===== config.mk =====
export PLATFORM = sky130hd
export DESIGN_NAME = rwsc_div
export DESIGN_NICKNAME = d
export VERILOG_FILES = /design/src/sv/rwsc_div.sv
export SDC_FILE = /design/constraint.sdc
export NUM_CORES = 2
export LEC_CHECK = 0
export ABC_AREA = 0
export BUFFER_PORTS_ARGS = -buffer_cell sky130_fd_sc_hd__buf_2
export CELL_PAD_IN_SITES_DETAIL_PLACEMENT = 1
export CELL_PAD_IN_SITES_GLOBAL_PLACEMENT = 2
export CORE_UTILIZATION = 50
export CTS_BUF_LIST = sky130_fd_sc_hd__clkbuf_16
export DETAILED_ROUTE_END_ITERATION = 10
export PLACE_DENSITY = 0.91
export SYNTH_ARGS = -nofsm -noshare
export SYNTH_HDL_FRONTEND = slang
export SYNTH_SLANG_ARGS = --single-unit

===== constraint.sdc =====
create_clock -name clk_i -period 7.6 [get_ports clk_i]
set_input_delay 0.76 -clock clk_i [delete_from_list [all_inputs] [get_ports clk_i]]
set_output_delay 0.76 -clock clk_i [all_outputs]
set_load 0.03 [all_outputs]

===== src/sv/rwsc_div.sv =====
// Pipelined restoring divider, one quotient bit per register stage.
module rwsc_div #(
  parameter int unsigned NW = 28,
  parameter int unsigned DW = 16,
  parameter int unsigned SW = 1
) (
  input  logic          clk_i,
  input  logic          en_i,
  input  logic [NW-1:0] dividend_i,
  input  logic [DW-1:0] divisor_i,
  input  logic [SW-1:0] side_i,
  output logic [NW-1:0] quotient_o,
  output logic [SW-1:0] side_o
);

  logic [DW-1:0] rem_q  [1:NW-1];
  logic [NW-1:0] dvd_q  [1:NW-1];
  logic [DW-1:0] dvs_q  [1:NW-1];
  logic [NW-1:0] quo_q  [1:NW-1];
  logic [SW-1:0] side_q [1:NW-1];
  logic [NW-1:0] quo_out_q;
  logic [SW-1:0] side_out_q;

  for (genvar k = 0; k < NW; k++) begin : g_stage
    logic [DW-1:0] rem_k;
    logic [NW-1:0] dvd_k;
    logic [DW-1:0] dvs_k;
    logic [NW-1:0] quo_k;
    logic [SW-1:0] side_k;
    logic [DW:0]   trial;
    logic          ge;
    logic [NW-1:0] quo_d;
    if (k == 0) begin : g_first
      assign rem_k  = '0;
      assign dvd_k  = dividend_i;
      assign dvs_k  = divisor_i;
      assign quo_k  = '0;
      assign side_k = side_i;
    end else begin : g_next
      assign rem_k  = rem_q[k];
      assign dvd_k  = dvd_q[k];
      assign dvs_k  = dvs_q[k];
      assign quo_k  = quo_q[k];
      assign side_k = side_q[k];
    end
    assign trial = {rem_k, dvd_k[NW-1]};
    assign ge    = trial >= {1'b0, dvs_k};
    assign quo_d = {quo_k[NW-2:0], ge};
    if (k < NW - 1) begin : g_mid
      logic [DW:0] diff;
      logic [DW-1:0] rem_d;
      assign diff  = trial - {1'b0, dvs_k};
      assign rem_d = ge ? diff[DW-1:0] : trial[DW-1:0];
      always_ff @(posedge clk_i) begin
        if (en_i) begin
          rem_q[k+1]  <= rem_d;
          dvd_q[k+1]  <= {dvd_k[NW-2:0], 1'b0};
          dvs_q[k+1]  <= dvs_k;
          quo_q[k+1]  <= quo_d;
          side_q[k+1] <= side_k;
        end
      end
    end else begin : g_last
      always_ff @(posedge clk_i) begin
        if (en_i) begin
          quo_out_q  <= quo_d;
          side_out_q <= side_k;
        end
      end
    end
  end

  assign quotient_o = quo_out_q;
  assign side_o     = side_out_q;

endmodule


=== After elaboration in Yosys (flattened, before gate mapping) ===
Memory sizes are Yosys's and may differ from the RTL's. A register that Yosys moved wholly into a read port is not among the register bits.
Index checks and enable logic that the tools add are counted.

* Add/subtract/negate cells: 27
* $lt $le $gt $ge: 28
* Muxes and demuxes: 29

{| class="wikitable"
|+ Operators with widths
! cell !! number
|-
| $ge A17 B16 Y1 || 27
|-
| $mux W16 || 27
|-
| $sub A16 B16 Y16 || 26
|-
| $ge A1 B16 Y1 || 1
|-
| $sub A1 B16 Y16 || 1
|-
| $mux W1 || 2
|}

* Memory bits (writable): 2,376
* Output and inout bits: 29
* Logic and storage cells: 90
* Input port bits: 47
* Bits in registers: 28
* Memories kept: 5

{| class="wikitable"
|+ Memory list
! name !! depth !! width !! read ports !! clocked after memory_dff !! write ports !! line !! text
|-
| quo_q || 27 || 28 || 27 || 1 || 27 || 19 || <nowiki>logic [NW-1:0] quo_q [1:NW-1];</nowiki>
|-
| dvd_q || 27 || 27 || 27 || 0 || 27 || 17 || <nowiki>logic [NW-1:0] dvd_q [1:NW-1];</nowiki>
|-
| dvs_q || 27 || 16 || 27 || 0 || 27 || 18 || <nowiki>logic [DW-1:0] dvs_q [1:NW-1];</nowiki>
|-
| rem_q || 27 || 16 || 27 || 0 || 27 || 16 || <nowiki>logic [DW-1:0] rem_q [1:NW-1];</nowiki>
|-
| side_q || 27 || 1 || 27 || 1 || 27 || 20 || <nowiki>logic [SW-1:0] side_q [1:NW-1];</nowiki>
|}

=== Logic depth before layout (Yosys ltp) ===
An unclocked memory read counts as a cell.

* Depth after elaboration: 3
* Depth in mapped cells: 13

=== Worst setup path before layout ===
No wires, ideal clock.

* Path type: flip-flop to flip-flop
* From: register rem_q[0][146] (netlist name)
* To: register rem_q[0][169] (netlist name)
* Cell stages (with the launch flop): 11
* Clock period less this slack: 2.820 ns
* Arrival time: 2.558 ns
* Buffers on the path: 2
* Data required time: 7.338 ns
* Setup slack: 4.780 ns
* Cells stage by stage: edfxtp_1 ha_1 and2_1 a221o_1 a21oi_2 o221ai_2 o41ai_2 a21o_1 buf_6 buf_12 mux2_1

==> flow_summary.yaml <==
outcome:
  outcome: "complete, no violations"
worst_hold_path:
  holdPathStages: 1
  hold_path_class: "in2reg"
place:
  dp_hpwl_um: 112000
  gp_congestion: 0.855
  io_buffers: 75
  placed_cell_area_um2: 79100
  preCtsSetupSlack_ns: 3.98
yosys:
  netlist_area_um2: 76300
  synthMuxAreaShare_pct: 3.22
  synthFlopType: "edfxtp_1"
  yosysTopAreaCell: "edfxtp_1"
  synthTopCellsByCount: "edfxtp_1, inv_1, ha_1, nor2_1"
  syn_area_per_cell_um2: 13.9
  ys.warnings.count: 0
  synthSimpleGateAreaFrac_pct: 6.86
  netlist_instances: 5472
  async_flop_share_pct: 0
  synth_compound_area_share_pct: 10.0
  synth-xor-area-share_pct: 3.04
  ys_types: 89
  synth_edf_count: 1676
  synthAdderAreaFrac_pct: 7.80
  seq_area_frac_synth_pct: 65.9
  synth_top_family_by_area: "compound AO/OA/AOI/OAI gates"
  post-synth-top-count-cell: "edfxtp_1"
  synth_fp_nets: 5979
  yosys_register_bits: 1676
  synth.area.top_cells: "edfxtp_1, ha_1, inv_1"
  synth_top_area_share_pct: 65.9
sta:
  fin_hold_ws_ns: 0.106
  timing.final.crit_period_ns: 3.71
  setup_violations: 0
  worstMarginPinSlew_ns: 1.22
  finalHoldViolations: 0
  fmax_mhz: 269
  rsz0062_at_grt: "false"
  finClkSkew_ns: 0.0534
  setup_tns_ns: 0
  slew_headroom_pct: 19.0
  setup_ws_ns: 3.89
  period_share_pct: 48.8
  slew_violations: 0
clock_network:
  cts_buffer_depth: 3
  clk_latency_ns: 0.83
  post_cts_resized: 0
  clkSlewWorstSetupHoldPaths_ns: 0.06
  cts_buffers: 175
  cts_tree: "built"
  cts_hold_buf: 0
  cts_setup_buffers: 0
  cts.sinks: 1676
  htree_levels: 4
  clock-root-buffer: "clkbuf_16"
floorplan:
  core_area_um2: 152000
  die_y_um: 393
  rows: 143
  io_pins: 76
  die_x_um: 393
  die_area_um2: 154000
  start_util_pct: 50.3
drt:
  dr_total_vias: 43600
  drc: 0
  postRouteAntennaNets: 0
  drt_iter0_markers: 2366
  first_pass_iters: 5
  wl_per_cell_um: 20.3
  via_per_inst: 5.55
  routed_wl_um: 159000
setup_path:
  path_cells: "inv_1 > ha_1 > nor2b_1 > o21ai_0 > a21boi_0 > o31a_1 > o21ai_1 > a31oi_1 > o32a_1 > mux2_2"
  regToRegSetupSlack_ns: 3.89
  cp.arrival_ns: 4.27
  required_ns: 8.16
  worstRegToRegCells: 10
  path_class: "reg2reg"
  crit_slowest_cell: "o32a_1"
  cp-end-kind: "flop"
  cpPeakStageDelay_ns: 0.84
  worst_setup_path_start_kind: "flop"
  cp_max_fo: 16
grt:
  gr-total-overflow: 0
  antenna_found_initial: 2
  grt_pass1_vias: 46400
  grtUsageTotal_pct: 20.7
  use_met1_pct: 25.7
  grtUsageMet3_pct: 3.22
  grt_max_degree: 186
  grt_pass1_wl_um: 251000
  grtUsageMet2_pct: 36.6
  grt.busiest_layer: "met2"
layout:
  n_antenna_cell: 0
  final_nets: 6184
  syn_to_final_growth_pct: 11.4
  stdcell_area_um2: 85000
  drive_gt1_share_pct: 10.9
pwr:
  power.density_nw_per_um2: 410
  leakage_nw: 32.7
  vdd_drop_max_uv: 243
  power.total_w: 0.0349
flow_run:
  cap_violations: 0
## cell usage in the layout (no fill, tap or decap), types with 17 or more instances in the layout
cell type,synthesis,routed
edfxtp_1,1676,1676
inv_1,534,556
ha_1,434,434
nor2_1,335,335
o21ai_0,294,294
a21oi_1,294,293
nand2_1,292,292
clkbuf_16,0,176
xnor2_1,165,165
mux2_2,152,152
xor2_1,100,100
nor3_1,92,92
o21a_1,84,84
a21o_1,78,78
buf_2,22,74
nand4_1,69,69
nor2b_1,66,66
nand3_1,65,65
nand2b_1,64,64
o31ai_1,49,49
clkinv_1,0,39
clkinv_2,0,38
mux2i_1,34,34
a211oi_1,33,33
o31a_1,31,31
or3_1,29,29
fa_1,26,26
or2_2,25,25
a211o_1,22,22
o21bai_1,22,22
o211ai_1,21,21
o41ai_1,21,21
a31o_2,21,21
a21boi_0,20,20
nor4_1,20,20
bufinv_16,0,19
mux2_4,18,18
buf_4,1,17
## registers in the layout, indices dropped and copies added, names as in the netlist
| name | cells |
|---|---|
| dvs_q | 432 |
| rem_q | 432 |
| dvd_q | 378 |
| quo_q | 378 |
| quotient_o | 28 |
| side_q | 27 |
| side_o | 1 |
## report_power, final
group / switching, W / total [W] / internal (W)
clock: 0.00362 / 0.00854 / 0.00491
sequential: 0.00112 / 0.0138 / 0.0127
combinational: 0.00702 / 0.0125 / 0.00544
total: 0.0118 / 0.0349 / 0.0231
## cell families (layout without fill, tap and decap cells)
group | after synthesis | after routing
mux | 216 | 216
fa+ha+maj | 460 | 460
buf+inv | 605 | 955
compound gates | 1144 | 1144
simple gates | 1106 | 1106
flops | 1676 | 1676
xor+xnor | 265 | 265
## path summary, 6_finish.rpt
kind / to / startpoint
hold reg to reg: quo_q[12][5]$_DFFE_PP_ / quo_q[11][4]$_DFFE_PP_
setup reg to reg: rem_q[1][156]$_DFFE_PP_ / dvs_q[1][129]$_DFFE_PP_
setup / recovery: rem_q[1][156]$_DFFE_PP_ / dvs_q[1][129]$_DFFE_PP_
hold / removal: dvd_q[0][44]$_DFFE_PP_ / dividend_i[17]
## final cells by class
| cell class | count | area, µm² |
|---|---|---|
| fillers | 14800 | 66700 |
| flip-flops and latches | 1676 | 50300 |
| multi-input cells | 3191 | 23600 |
| clock buffers | 176 | 4400 |
| well taps | 2030 | 2540 |
| inverters | 534 | 2000 |
| clock inverters | 146 | 1450 |
| repair buffers | 99 | 658 |
## metal layers
metal	routed length (µm)	part of all wire, %
met1	67900	43
met2	81100	51
met3	5480	3.4
met4	4740	3.0
met5	13	0.0082
## worst max-delay path, delay by kind of cell (launching register included)
family                   cells  cell delay [ns]
AO/OA/AOI/OAI                6             2.07
AND/OR/NAND/NOR              1             0.15
buffers and inverters        1             0.07
adder cells (fa/ha/maj)      1             0.30
multiplexers                 1             0.43
flip-flops                   1             0.42
## metrics by stage
step | utilization [%] | std cells
after detailed placement | 52.2 | 7530
after global placement | 52.2 | 7530
final | 56.0 | 7852
after floorplan | - | 5472
after CTS | 56.0 | 7852
after global routing | 56.0 | 7852
Note: power is estimated with default switching activity, not from simulation.
